### src/hw/rtl/itoa_pkg.sv
// Package with the formatter's codes, constants and controller/datapath types.
`default_nettype none

package itoa_pkg;

  // Mode codes carried by an input item.
  localparam logic [1:0] FUNC_SDEC = 2'd0;
  localparam logic [1:0] FUNC_UDEC = 2'd1;
  localparam logic [1:0] FUNC_HEX  = 2'd2;
  localparam logic [1:0] FUNC_NONE = 2'd3;

  // Character codes.
  localparam logic [7:0] CH_ZERO  = 8'h30;
  localparam logic [7:0] CH_NINE  = 8'h39;
  localparam logic [7:0] CH_A_LOW = 8'h61;
  localparam logic [7:0] CH_F_LOW = 8'h66;
  localparam logic [7:0] CH_MINUS = 8'h2d;

  // Longest digit string and its counter width.
  localparam int unsigned MAX_DIGITS = 10;
  localparam int unsigned CNT_W      = 4;

  // Reciprocal of ten scaled by 2^35; exact quotient for any 32-bit value.
  localparam logic [31:0] RECIP_10   = 32'hcccc_cccd;
  localparam int unsigned RECIP_SHFT = 35;
  localparam logic [3:0]  DEC_BASE   = 4'd10;

  typedef enum logic [1:0] {
    ST_IDLE,
    ST_CONV,
    ST_EMIT
  } state_t;

  // Commands from the controller to the datapath.
  typedef struct packed {
    logic load;
    logic step;
    logic emit_sign;
    logic emit_digit;
  } cmd_t;

  // Status from the datapath to the controller.
  typedef struct packed {
    logic func_bad;
    logic conv_done;
    logic sign_pend;
    logic last_digit;
    logic out_free;
  } sts_t;

endpackage

`default_nettype wire

### src/hw/rtl/itoa_ctrl.sv
// Controller state machine of the formatter: accept, convert, emit.
`default_nettype none

module itoa_ctrl (
  input  wire logic          clk,
  input  wire logic          rst_n,
  input  wire logic          in_valid,
  output logic               in_stall,
  input  wire itoa_pkg::sts_t sts,
  output itoa_pkg::cmd_t     cmd
);

  itoa_pkg::state_t state_r, state_nxt;

  // State register.
  always_ff @(posedge clk) begin
    if (!rst_n) begin
      state_r <= itoa_pkg::ST_IDLE;
    end else begin
      state_r <= state_nxt;
    end
  end

  // Next state.
  always_comb begin
    state_nxt = state_r;
    unique case (state_r)
      itoa_pkg::ST_IDLE: begin
        if (in_valid && !sts.func_bad) begin
          state_nxt = itoa_pkg::ST_CONV;
        end
      end
      itoa_pkg::ST_CONV: begin
        if (sts.conv_done) begin
          state_nxt = itoa_pkg::ST_EMIT;
        end
      end
      itoa_pkg::ST_EMIT: begin
        if (sts.out_free && !sts.sign_pend && sts.last_digit) begin
          state_nxt = itoa_pkg::ST_IDLE;
        end
      end
      default: state_nxt = itoa_pkg::ST_IDLE;
    endcase
  end

  // Outputs: handshake and datapath commands.
  always_comb begin
    in_stall = 1'b1;
    cmd      = '0;
    unique case (state_r)
      itoa_pkg::ST_IDLE: begin
        in_stall = 1'b0;
        cmd.load = in_valid && !sts.func_bad;
      end
      itoa_pkg::ST_CONV: begin
        cmd.step = 1'b1;
      end
      itoa_pkg::ST_EMIT: begin
        cmd.emit_sign  = sts.out_free && sts.sign_pend;
        cmd.emit_digit = sts.out_free && !sts.sign_pend;
      end
      default: begin
        in_stall = 1'b1;
      end
    endcase
  end

endmodule

`default_nettype wire

### src/hw/rtl/itoa_dp.sv
// Datapath of the formatter: magnitude, digit stack and output register.
`default_nettype none

module itoa_dp (
  input  wire logic           clk,
  input  wire logic           rst_n,
  input  wire logic [1:0]     in_func,
  input  wire logic [31:0]    in_value,
  output logic                out_valid,
  input  wire logic           out_stall,
  output logic [7:0]          out_ascii_char,
  output logic                out_last,
  input  wire itoa_pkg::cmd_t cmd,
  output itoa_pkg::sts_t      sts
);

  localparam int unsigned CW = itoa_pkg::CNT_W;
  localparam int unsigned ND = itoa_pkg::MAX_DIGITS;

  logic [31:0]   mag_r, mag_nxt;
  logic          hex_r;
  logic          neg_r, neg_nxt;
  logic [CW-1:0] cnt_r, cnt_nxt;
  logic [3:0]    dig_r   [ND];
  logic [3:0]    dig_nxt [ND];
  logic          out_valid_r;
  logic [7:0]    out_char_r;
  logic          out_last_r;

  logic [63:0]   prod;
  logic [31:0]   quot;
  logic [3:0]    ten_q_lo;
  logic [3:0]    digit;
  logic [3:0]    top_dig;
  logic [7:0]    top_char;
  logic          neg_in;

  // One division step: reciprocal multiply for decimal, nibble shift for hex.
  assign prod     = 64'(mag_r) * 64'(itoa_pkg::RECIP_10);
  assign ten_q_lo = {quot[0], 3'b000} + {quot[2:0], 1'b0};
  always_comb begin
    if (hex_r) begin
      quot  = {4'b0000, mag_r[31:4]};
      digit = mag_r[3:0];
    end else begin
      quot  = 32'(prod[63:itoa_pkg::RECIP_SHFT]);
      digit = mag_r[3:0] - ten_q_lo;
    end
  end

  // Character of the most significant digit still on the stack.
  assign top_dig = dig_r[0];
  always_comb begin
    if (top_dig < itoa_pkg::DEC_BASE) begin
      top_char = itoa_pkg::CH_ZERO + 8'(top_dig);
    end else begin
      top_char = itoa_pkg::CH_A_LOW + 8'(top_dig - itoa_pkg::DEC_BASE);
    end
  end

  // Next values of the magnitude, sign flag, count and digit stack.
  assign neg_in = (in_func == itoa_pkg::FUNC_SDEC) && in_value[31];
  always_comb begin
    mag_nxt = mag_r;
    neg_nxt = neg_r;
    cnt_nxt = cnt_r;
    for (int i = 0; i < ND; i++) begin
      dig_nxt[i] = dig_r[i];
    end
    if (cmd.load) begin
      mag_nxt = neg_in ? (~in_value + 32'd1) : in_value;
      neg_nxt = neg_in;
      cnt_nxt = '0;
    end else if (cmd.step) begin
      // Push the new digit on top; it ends up most significant.
      mag_nxt    = quot;
      cnt_nxt    = cnt_r + CW'(1);
      dig_nxt[0] = digit;
      for (int i = 1; i < ND; i++) begin
        dig_nxt[i] = dig_r[i-1];
      end
    end else if (cmd.emit_sign) begin
      neg_nxt = 1'b0;
    end else if (cmd.emit_digit) begin
      // Pop the top digit.
      cnt_nxt = cnt_r - CW'(1);
      for (int i = 0; i < ND - 1; i++) begin
        dig_nxt[i] = dig_r[i+1];
      end
    end
  end

  // Working registers.
  always_ff @(posedge clk) begin
    mag_r <= mag_nxt;
    neg_r <= neg_nxt;
    cnt_r <= cnt_nxt;
    if (cmd.load) begin
      hex_r <= (in_func == itoa_pkg::FUNC_HEX);
    end
    for (int i = 0; i < ND; i++) begin
      dig_r[i] <= dig_nxt[i];
    end
  end

  // Output register: loaded on an emit, cleared once its item is taken.
  always_ff @(posedge clk) begin
    if (!rst_n) begin
      out_valid_r <= 1'b0;
    end else if (cmd.emit_sign || cmd.emit_digit) begin
      out_valid_r <= 1'b1;
    end else if (!out_stall) begin
      out_valid_r <= 1'b0;
    end
  end

  always_ff @(posedge clk) begin
    if (cmd.emit_sign) begin
      out_char_r <= itoa_pkg::CH_MINUS;
      out_last_r <= 1'b0;
    end else if (cmd.emit_digit) begin
      out_char_r <= top_char;
      out_last_r <= (cnt_r == CW'(1));
    end
  end

  assign out_valid      = out_valid_r;
  assign out_ascii_char = out_char_r;
  assign out_last       = out_last_r;

  // Status for the controller.
  assign sts.func_bad   = (in_func == itoa_pkg::FUNC_NONE);
  assign sts.conv_done  = (quot == 32'd0) || (cnt_r == CW'(ND - 1));
  assign sts.sign_pend  = neg_r;
  assign sts.last_digit = (cnt_r == CW'(1));
  assign sts.out_free   = !out_valid_r || !out_stall;

endmodule

`default_nettype wire

### src/hw/rtl/integer_to_ascii_formatter.sv
// Top level of the integer to ASCII formatter.
// An input item (in_func, in_value) is taken when in_valid is high and in_stall
// is low. The block holds in_stall low only while idle, so it works on one
// number at a time. A mode of three is accepted and dropped without output.
// Each number leaves as a string of items on the out_ channel, one character
// per item, most significant character first, with out_last set on the final
// digit. A negative signed value is preceded by a minus sign.
// Steps: accept, then one divide step per digit (a reciprocal multiply by ten
// for decimal, a nibble shift for hex), then emission of the characters.
// The output register lets the final character wait while the next number
// is accepted. A stall from the receiver holds the character in place and
// pauses emission. Synchronous reset (rst_n low) returns the controller to
// idle and empties the output register; no conversion survives it.
`default_nettype none

module integer_to_ascii_formatter (
  input  wire logic        clk,
  input  wire logic        rst_n,
  input  wire logic        in_valid,
  output logic             in_stall,
  input  wire logic [1:0]  in_func,
  input  wire logic [31:0] in_value,
  output logic             out_valid,
  input  wire logic        out_stall,
  output logic [7:0]       out_ascii_char,
  output logic             out_last
);

  itoa_pkg::cmd_t cmd;
  itoa_pkg::sts_t sts;

  // Sequencer.
  itoa_ctrl u_ctrl (
    .clk      (clk),
    .rst_n    (rst_n),
    .in_valid (in_valid),
    .in_stall (in_stall),
    .sts      (sts),
    .cmd      (cmd)
  );

  // Conversion datapath.
  itoa_dp u_dp (
    .clk            (clk),
    .rst_n          (rst_n),
    .in_func        (in_func),
    .in_value       (in_value),
    .out_valid      (out_valid),
    .out_stall      (out_stall),
    .out_ascii_char (out_ascii_char),
    .out_last       (out_last),
    .cmd            (cmd),
    .sts            (sts)
  );

endmodule

`default_nettype wire

### config.mk
export PLATFORM = sky130hd
export DESIGN_NAME = integer_to_ascii_formatter
export DESIGN_NICKNAME = d
export VERILOG_FILES = /design/src/hw/rtl/itoa_pkg.sv /design/src/hw/rtl/itoa_ctrl.sv /design/src/hw/rtl/itoa_dp.sv /design/src/hw/rtl/integer_to_ascii_formatter.sv
export SDC_FILE = /design/constraint.sdc
export NUM_CORES = 1
export LEC_CHECK = 0
export BUFFER_PORTS_ARGS = -buffer_cell sky130_fd_sc_hd__buf_2
export CAP_MARGIN = 5
export CORE_MARGIN = 2
export CORE_UTILIZATION = 65
export DETAILED_ROUTE_END_ITERATION = 7
export PLACE_DENSITY_LB_ADDON = 0.2
export SYNTH_ARGS = -nofsm -noshare
export SYNTH_HDL_FRONTEND = slang
export SYNTH_HIERARCHICAL = 1
export SYNTH_SLANG_ARGS = --single-unit
export TNS_END_PERCENT = 1
### constraint.sdc
create_clock -name clk -period 16.45 [get_ports clk]
set_input_delay 3.29 -clock clk [delete_from_list [all_inputs] [get_ports clk]]
set_output_delay 3.29 -clock clk [all_outputs]
set_load 0.05 [all_outputs]
## Word-level counts from Yosys, hierarchy flattened

Memory sizes are Yosys's and may differ from the RTL's.
Index checks and enable logic that the tools add are counted.
W data, S select, Z words.

| word-level totals | value |
|---|---|
| register bits | 50 |
| memories kept | 1 |
| output and inout port bits | 11 |
| logic and storage cells | 80 |
| bits of input ports | 38 |
| RAM bits | 40 |

| operators by class | value |
|---|---|
| add/sub/neg operators | 8 |
| multiply operators | 1 |
| reduce and logical (&&, ||, !) cells | 21 |
| $lt $le $gt $ge | 1 |
| multiplexer cells | 27 |
| eq/ne operators | 12 |
| bitwise logic cells | 1 |

Memories:

| memory | words | bits a word | rd ports | clocked after memory_dff | wr ports | RTL line | text |
|---|---|---|---|---|---|---|---|
| u_dp.dig_r | 10 | 4 | 10 | 0 | 10 | itoa_dp.sv:24 | `logic [3:0] dig_r [ND];` |

Operators with widths:

| operator | number |
|---|---|
| $mux W36 | 3 |
| $mux W32 | 3 |
| $mul A32 B32 Y64 const B | 1 |
| $mux W40 | 1 |
| $add A32 B1 Y32 const B | 1 |
| $logic_not A32 Y1 | 1 |
| $not A32 Y32 | 1 |
| $mux W29 | 1 |
| $mux W4 | 5 |
| $add A7 B8 Y8 const A | 1 |
| $mux W1 | 8 |
| $mux W2 | 4 |
| $mux W8 | 1 |
| $ne A2 B1 Y1 const B | 4 |
| $add A6 B4 Y7 const A | 1 |
| $eq A2 B2 Y1 const B | 3 |
| $pmux W2 S3 | 1 |
| $reduce_bool A2 Y1 | 3 |
| $logic_and A1 B1 Y1 | 5 |
| $sub A4 B4 Y5 const B | 1 |
| $add A4 B1 Y4 const B | 1 |
| $add A4 B4 Y4 | 1 |
| $eq A4 B1 Y1 const B | 1 |
| $eq A4 B4 Y1 const B | 1 |
| 10 further kinds | 18 |

## Depth between registers and ports, before layout

Gate-level depths: netlist of run 1.

| logic depth | value |
|---|---|
| depth in word-level cells | 8 |
| mapped depth | 30 |
| gate-level depth less buffers | 30 |

## Modules after synthesis

Netlist of run 1, hierarchy kept.

Modules (own cells, without submodules):

| module | seq. area each (µm²) | times used | area each (µm²) | cells each |
|---|---|---|---|---|
| itoa_dp | 2502.4 | 1 | 22305.1 | 2247 |
| itoa_ctrl | 40.0 | 1 | 141.4 | 16 |

## Worst setup path before layout of run 1

No wires, ideal clock.

| timing | value |
|---|---|
| kind | reg-to-reg |
| start point | reg u_dp.mag_r[18] |
| end point | reg u_ctrl.state_r[1] |
| buffers on the path | 0 |
| path slack | 8349 ps |
| clock period less this slack | 8101 ps |
| arrival time | 8041 ps |
| library setup time | 60 ps |
| stages on the path, launching flop included | 29 |
| data required time | 16390 ps |
| cells stage by stage | edfxtp_1 -> ha_1 -> inv_1 -> fa_1 -> inv_1 -> fa_1 -> inv_1 -> fa_1 -> inv_1 -> fa_1 -> fa_1 -> fa_1 -> inv_1 -> fa_1 -> inv_1 -> ha_1 -> a21oi_1 -> o211ai_1 -> a21boi_0 -> nand2b_1 -> or3_1 -> a211oi_1 -> mux2_2 -> a2111oi_2 -> nand4_2 -> or4_4 -> o41ai_2 -> and2_1 -> a32o_1 |

RTL lines:

| item | RTL line | text |
|---|---|---|
| start: declaration | itoa_dp.sv:20 | `logic [31:0] mag_r, mag_nxt;` |
| start signal: assignment | itoa_dp.sv:95 | `mag_r <= mag_nxt;` |
| end signal: assignment | itoa_ctrl.sv:18 | `state_r <= itoa_pkg::ST_IDLE;` |
| end signal: assignment | itoa_ctrl.sv:20 | `state_r <= state_nxt;` |
| end: declaration | itoa_ctrl.sv:13 | `itoa_pkg::state_t state_r, state_nxt;` |

==> metrics.txt, run 1 <==
Initial DRC Count=1,359; TritonCTS clock tree=built; nets=3,069; commonest cells in the netlist=inv_1, fa_1, ha_1, a21oi_1, nand2_1; worst setup margin=7000 ps; Rows=68; initial core utilization=0.655; Yosys cell types=88; Layout Utilization=0.682; hold_buf cts=0; Slew HR=0.355; clk buf depth=2; syn nets=3,047; RSZ-0062 raised after global routing=no; n_diodes=0; share of the synthesized area in the top cell type=0.348; DP Area=0.0231 mm2; Fmax achieved=106 MHz; Synth area leaders=fa_1, ha_1, edfxtp_1, inv_1, a21oi_1; crit path DAT=9750 ps; Async SR Flop Fraction=0; hold path cells=0; die height=190 um; hpwl dp=58,900 um; critical setup path kind=register to register; drt first pass iters=6; yosys warns=6; Worst Min Path Start=u_dp/dig_r[8][0]; CP max FO=9; crit start category=register; full die area=0.0360 mm2; Final Hold Viols=0; MaxCap Viol Count=0; CTS Root Buffer Type=clkbuf_16; slowest CP cell=edfxtp_1; EDFF count, synth=74; Slew Viols, Final=0; first-pass GRT wire length=103,000 um; CP required=16,750 ps; vias in the first global route=17,725; # DRC=0; leading area contributor after synthesis=fa_1; outcome=finished clean; dominant cell by count in the synthesized netlist=inv_1; Synth Instances=2,263; Critical Path Max Stage Delay=760 ps; FF+latch count, synth=90; Setup Viol. Count Final=0; synthesized area=0.0224 mm2; R2R cell count=24; Syn-to-layout area delta=4.16%; Seq/Total Area, Yosys=0.113; Vias=16,496; H-Tree Level Count=3; CTS buffer count=9; Hold WC Path Type=register to register; initial antenna violation count=1; # fillers=2,733; Final Cell Area=0.0234 mm2; port bufs=48; Die Wd=190 um; DR WL/cell=24.3 um; DRT Wirelength=66,600 um; gr usage total=0.389; crit path cell chain=ha_1 -> xnor2_1 -> inv_1 -> ha_1 -> or2_2 -> fa_1 -> fa_1 -> fa_1 -> fa_1 -> fa_1 -> ha_1 -> ha_1 -> a21oi_1 -> a21boi_0 -> nand2b_1 -> or3_1 -> a211oi_1 -> mux2_2 -> a2111oi_2 -> nand4_2 -> or4_4 -> o41ai_2 -> and2_1 -> a32o_1; vias per cell=6.01; R2R Path End=u_ctrl/state_r[1]; Avg Inst Size Synth=9.92 um2; CTS clock-pin slew for the worst setup and hold paths=70 ps; clock period minus worst slack=9450 ps; largest net degree at the start of global routing=64; Clock Skews=18.4 ps; final antenna-violating net count=0; global route total overflow=0; crit-path most repeated cell=fa_1; clk_lat worst skew=360 ps; share of layout cells above drive strength 1=0.0624; reg-to-reg startpoint=u_dp/mag_r[5]; Critical Path End Type=register; Worst Tran Pin Value=965 ps; IO Count=49; register-to-register setup slack=7000 ps; post-cts sizing count=0; endpoint of the worst hold path=u_dp/dig_r[9][0]; pre-CTS WS=7140 ps; total negative setup slack=0 ps; Setup Buffers After CTS=0; placer congestion estimate=1.03; Sink Count=90; ys flop type=edfxtp_1; Final period util=0.574; core footprint=0.0343 mm2
## critical path, delay by kind of cell, from the launching register on
family,cells,cell delay (ps)
flops,1,760
simple gates,6,1720
compound gates,6,1810
fa+ha+maj,9,4090
buf+inv,1,190
xor+xnor,1,430
mux,1,380
## area by class of cell
cell class | count | area [um2] | share of cell area
clock buffer | 9 | 225 | 0.00963
tap | 455 | 569 | 0.0243
inverter | 578 | 2170 | 0.0928
timing repair buffer | 51 | 263 | 0.0112
clock inverter | 7 | 78.8 | 0.00337
sequential | 90 | 2540 | 0.109
multi-input combinational | 1555 | 17500 | 0.750
## placed cells by master, fill, tap and decap left out, types with 5 or more instances in the layout
cell type and count:
o21bai_1 6, nor2_1 84, o21a_1 7, nand2b_1 6, nor3_1 19, nor3b_1 5, o21ai_0 62, nand2_1 97
xnor2_1 47, or2_2 5, edfxtp_1 74, xor2_1 51, a21oi_1 107, a31oi_1 9, nand4_1 15, dfxtp_1 16
buf_2 48, mux2i_1 10, or3_1 5, nor2b_1 6, nand3_1 14, fa_1 390, o31ai_1 10, mux2_2 40
a21o_1 35, and2_1 17, o41ai_1 5, a211oi_1 18, ha_1 356, o211ai_1 13, clkbuf_16 9, and3_1 11
nor4_1 13, inv_1 577
## sequential cells by signal, summed over array words and instances (netlist names)
name and flops:
u_ctrl/state_r 2, u_dp/cnt_r 4, u_dp/dig_r 40, u_dp/hex_r 1, u_dp/mag_r 32, u_dp/neg_r 1
u_dp/out_ascii_char 8, u_dp/out_last 1, u_dp/out_valid 1
## layer usage
| metal | wire [um] | GRT usage | vias up |
|---|---|---|---|
| met5 | 11 | 0 | - |
| met4 | 2700 | 0.136 | 2 |
| met3 | 6730 | 0.0983 | 163 |
| met2 | 30100 | 0.610 | 799 |
| met1 | 27000 | 0.528 | 8191 |
| li1 | - | - | 7341 |
## per-stage QoR
step                cells  hold slack [ps]
floorplan            2263              422
global placement     2729              427
detailed placement   2729              440
CTS                  2745              457
global route         2745              466
finish               2745              459
## how the worst max path moves through the flow
stage | from | end | slack, ps | depth (start not counted)
after floorplan | u_dp/mag_r[18] | u_ctrl/state_r[1] | 8350 | 28
after global placement | u_dp/mag_r[5] | u_ctrl/state_r[1] | 7170 | 24
after detailed placement | u_dp/mag_r[5] | u_ctrl/state_r[1] | 7140 | 24
after CTS | u_dp/mag_r[5] | u_ctrl/state_r[1] | 7090 | 24
after global routing | u_dp/mag_r[17] | u_ctrl/state_r[1] | 6570 | 28
final | u_dp/mag_r[5] | u_ctrl/state_r[1] | 7000 | 24
## cells by family (layout without fill, tap and decap cells)
family	after synthesis	count (layout)	share of synthesized area
XOR/XNOR	99	99	0.0392
flip-flops	90	90	0.113
adder cells (fa/ha/maj)	746	746	0.546
AND/OR/NAND/NOR	331	331	0.0741
buffers and inverters	618	645	0.107
AO/OA/AOI/OAI	328	328	0.0954
multiplexers	51	51	0.0252
Power of run 1 is not shown: default switching activity piles up to over one toggle a cycle in this logic, so the estimate is an artifact.
==> run 2: changes to the inputs <==
Clock period 16.45 ns to 8.88 ns, I/O delays scaled along.
==> run 2 against run 1 <==
- via count rose by 2.8%
- count of clock-buffer cells in the layout unchanged
- maximum frequency up 9.5%
- register-to-register slack worse by 6800 ps
- non-clock buffer count increased by 115
- clock skew rose by 2.7 ps
- first-iteration DRC count fell by 4.6%
- sequential share of layout area shrank 0.44 points
- cell count up 4.2%
- core utilization increased by 2.8 points
==> metrics.txt, run 2 (synthesis gave the netlist of run 1 again) <==
most frequent cells in the layout=inv_1, fa_1, ha_1; Final Cell Area=0.0244 mm2; CP required=9170 ps; Syn-to-layout area delta=8.51%; CTS Root Buffer Type=clkbuf_16; n_diodes=0; vias per cell=5.93; crit start category=register; placer congestion estimate=1.03; full die area=0.0360 mm2; clk_lat worst skew=370 ps; initial core utilization=0.655; slowest CP cell=edfxtp_1; TritonCTS clock tree=built; Die Wd=190 um; gr usage total=0.406; R2R cell count=28; Sink Count=90; # DRC=0; Final Hold Viols=0; share of layout cells above drive strength 1=0.116; vias in the first global route=18,252; Clock Skews=21.1 ps; pre-CTS WS=150 ps; hold_buf cts=0; max FFs per register=40; # fillers=2,643; first-pass GRT wire length=106,000 um; critical setup path kind=register to register; Setup Viol. Count Final=0; CTS buffer count=9; non-filler cells in the finished layout=2,860; Slew HR=0.321; Largest Register=u_dp/dig_r; reg-to-reg startpoint=u_dp/mag_r[17]; DRT Wirelength=69,400 um; Rows=68; Fmax achieved=116 MHz; largest net degree at the start of global routing=64; endpoint of the worst hold path=u_dp/dig_r[9][3]; Final period util=0.972; port bufs=48; drt first pass iters=5; WHS=454 ps; H-Tree Level Count=3; Critical Path End Type=register; IO Count=49; commonest non-fill, non-tap cell in the layout=inv_1; Critical Path Max Stage Delay=590 ps; worst setup margin=248 ps; hpwl dp=61,200 um; Hold WC Path Type=register to register; die height=190 um; clock period minus worst slack=8630 ps; register-to-register setup slack=250 ps; global route total overflow=0; MaxCap Viol Count=0; nets=3,184; clk buf depth=2; Worst Min Path Start=u_dp/dig_r[8][3]; Worst Tran Pin Value=1020 ps; placed cell count=2,828; Initial DRC Count=1,297; CP max FO=5; crit path DAT=8930 ps; initial antenna violation count=2; core footprint=0.0343 mm2; DR WL/cell=24.3 um; R2R Path End=u_ctrl/state_r[1]; outcome=finished clean; final antenna-violating net count=0; CTS clock-pin slew for the worst setup and hold paths=80 ps; Vias=16,955; hold path cells=0; DP Area=0.0238 mm2; Slew Viols, Final=0
-- run 2: cell count changes in the layout (fill, tap and decap cells not counted), moves of 2 or more --
cell      before  now
clkinv_4       1    3
a221oi_1       3    1
ha_1         356  344
inv_1        577  575
ha_4           0    3
buf_4          3  118
a221oi_2       0    2
inv_8          4    2
inv_2          0    2
ha_2           0    9
-- run 2: worst max path at each step --
stage / startpoint / to / slack (ps)
final: u_dp/mag_r[17] / u_ctrl/state_r[1] / 250
after global routing: u_dp/mag_r[15] / u_ctrl/state_r[1] / -10
after CTS: u_dp/mag_r[16] / u_ctrl/state_r[1] / 40
after detailed placement: u_dp/mag_r[16] / u_ctrl/state_r[1] / 150
after global placement: u_dp/mag_r[15] / u_ctrl/state_r[1] / 220
after floorplan: u_dp/mag_r[18] / u_ctrl/state_r[1] / 780
-- run 2: metal layers --
layer  up-vias  routed length, um  track usage
li1       7580                  -            -
met1      8409              27500        0.528
met2       800              30400        0.615
met3       164               8540        0.161
met4         2               2930        0.150
met5         -                 13            0
-- run 2: timing repair --
action	4_1_cts	5_1_grt
buffers inserted	0	16
resized for setup	0	27
endpoints found under the setup margin	0	2
-- run 2: layout make-up --
| cell class | count | area (um2) | share of cell area |
|---|---|---|---|
| Clock inverter | 7 | 81.3 | 0.00334 |
| Clock buffer | 9 | 225 | 0.00925 |
| Multi-Input combinational cell | 1555 | 17600 | 0.724 |
| Timing Repair Buffer | 166 | 1130 | 0.0462 |
| Tap cell | 455 | 569 | 0.0234 |
| Inverter | 578 | 2170 | 0.0891 |
| Sequential cell | 90 | 2540 | 0.104 |
-- run 2: stage by stage --
step                setup TNS (ps)   util
detailed placement               0  0.695
finish                           0  0.710
floorplan                        0      -
global route                 -14.1  0.710
CTS                              0  0.704
global placement                 0  0.695
-- run 2: worst max-delay path, delay by kind of cell (launching register included) --
kind            cells  cell delay (ps)
fa+ha+maj           9             4340
simple gates        5             1450
compound gates      7             1410
flops               1              590
mux                 1              390
buf+inv             6              390
Power of run 2 is left out for the same reason.
==> run 3: changes to the inputs <==
Settings changed: ABC_AREA set to 1.
Clock period 8.88 ns to 9.1 ns, I/O delays scaled along.
==> run 3 against run 2 <==
- routed wire length rose by 19%
- maximum frequency increased by 5.5%
- critical path depth increased by 8
- count of clock-buffer cells in the layout is the same
- core utilization is 1.8 points lower
- worst hold slack better by 11 ps
==> metrics.txt, run 3 <==
n_diodes=0; reg-to-reg startpoint=u_dp/mag_r[17]; Critical Path Start=u_dp/mag_r[17]; EDFF count, synth=74; Syn-to-layout area delta=4.41%; Final period util=0.899; hpwl dp=72,400 um; Seq/Total Area, Yosys=0.104; CP endpoint=u_dp/dig_r[0][3]; full die area=0.0390 mm2; max FFs per register=40; synthesized area=0.0243 mm2; leading area contributor after synthesis=fa_1; syn nets=3,844; outcome=finished clean; initial antenna violation count=3; Synth area leaders=fa_1, ha_1, inv_1, nand2_1, edfxtp_1; most frequent cells in the layout=inv_1, nand2_1, fa_1; Slew HR=0.352; Yosys cell types=47; Slew Viols, Final=0; crit start category=register; clock period minus worst slack=8180 ps; commonest non-fill, non-tap cell in the layout=inv_1; CTS buffer count=9; Setup Buffers After CTS=0; CP max FO=6; ys flop type=edfxtp_1; placed cell count=3,554; DRT Wirelength=82,700 um; Sink Count=90; drt first pass iters=6; MaxCap Viol Count=0; Final Hold Viols=0; Avg Inst Size Synth=7.95 um2; final antenna-violating net count=0; CP Depth=36; Rows=70; CP required=9220 ps; IO Count=49; # DRC=0; Initial DRC Count=2,469; footprint of the multi-input gates=0.0184 mm2; Hold WC Path Type=register to register; R2R cell count=36; Die Wd=197 um; CTS clock-pin slew for the worst setup and hold paths=80 ps; register-to-register setup slack=920 ps; Critical Path End Type=register; FF+latch count, synth=90; clk_lat worst skew=360 ps; CTS Root Buffer Type=clkbuf_16; nets=3,881; yosys warns=6; Critical Path Max Stage Delay=780 ps; TritonCTS clock tree=built; initial core utilization=0.663; Fmax achieved=122 MHz; critical path's top delay family=adder cells; critical setup path kind=register to register; crit path DAT=8310 ps; hold_buf cts=0; Async SR Flop Fraction=0; share of the synthesized area in the top cell type=0.321; H-Tree Level Count=3; die height=197 um; Clock Skews=13.1 ps; total negative setup slack=0 ps; slowest CP cell=edfxtp_1; first-pass GRT wire length=126,000 um; dominant cell by count in the synthesized netlist=inv_1; vias in the first global route=21,483; gr usage total=0.445; Setup Viol. Count Final=0; largest net degree at the start of global routing=47; Reg area=0.00254 mm2; Synth Instances=3,060; core footprint=0.0367 mm2; CP bufs+invs=9; placer congestion estimate=1.12; clk buf depth=2; commonest cells in the netlist=inv_1, nand2_1, fa_1, ha_1, nor2_1; post-cts sizing count=0; port bufs=48; RSZ-0062 raised after global routing=no; Vias=20,714; # fillers=2,986; vias per cell=5.80; DR WL/cell=23.2 um; share of layout cells above drive strength 1=0.0477; non-filler cells in the finished layout=3,570; Worst Tran Pin Value=973 ps; R2R Path End=u_dp/dig_r[0][3]; Largest Register=u_dp/dig_r; global route total overflow=0
[run 3: worst min-delay path by stage]
stage / start / end / slack, ps / depth (start not counted)
floorplan: u_dp/dig_r[8][0] / u_dp/dig_r[9][0] / 430 / 0
global placement: u_dp/dig_r[8][2] / u_dp/dig_r[9][2] / 440 / 0
detailed placement: u_dp/dig_r[8][3] / u_dp/dig_r[9][3] / 440 / 0
CTS: u_dp/out_ascii_char[7] / u_dp/out_ascii_char[7] / 470 / 2
global route: u_dp/out_ascii_char[7] / u_dp/out_ascii_char[7] / 470 / 2
finish: u_dp/dig_r[8][1] / u_dp/dig_r[9][1] / 470 / 0
[run 3: kinds of logic (layout without fill, tap and decap cells)]
| kind of cell | after synthesis | after routing | share of synthesized area |
|---|---|---|---|
| AOI/OAI and AO/OA | 197 | 197 | 0.0440 |
| xor gates and xnor gates | 71 | 71 | 0.0256 |
| adders and majority gates | 746 | 746 | 0.504 |
| buffers and inverters | 905 | 947 | 0.140 |
| DFF | 90 | 90 | 0.104 |
| and+or+nand+nor | 1051 | 1051 | 0.182 |
[run 3: stage by stage]
step | worst slack [ps] | util | area [um2] | hold slack [ps]
after global routing | 686 | 0.692 | 25400 | 472
after floorplan | 2430 | - | 24300 | 427
after detailed placement | 1260 | 0.684 | 25100 | 440
after global placement | 1100 | 0.684 | 25100 | 437
after CTS | 1150 | 0.692 | 25400 | 465
final | 915 | 0.692 | 25400 | 466
[run 3: metal layers]
layer	track usage	share of wire
met5	0	0.00074
met4	0.217	0.062
met3	0.136	0.13
met2	0.673	0.43
met1	0.586	0.38
[run 3: final cells by class]
cell class	count	area share
multi-input cells	2065	0.724
inverters	875	0.129
flip-flops and latches	90	0.100
well taps	468	0.0230
repair buffers	56	0.0118
clock buffers	9	0.00886
clock inverters	7	0.00310
[run 3: worst register-to-register path: cells and delay by family (launching register included)]
family                   cells  cell delay [ps]
XOR/XNOR                     1              240
adder cells (fa/ha/maj)     10             4440
buffers and inverters        9              590
flip-flops                   1              780
AND/OR/NAND/NOR             16             1920
Power of run 3 is left out for the same reason.
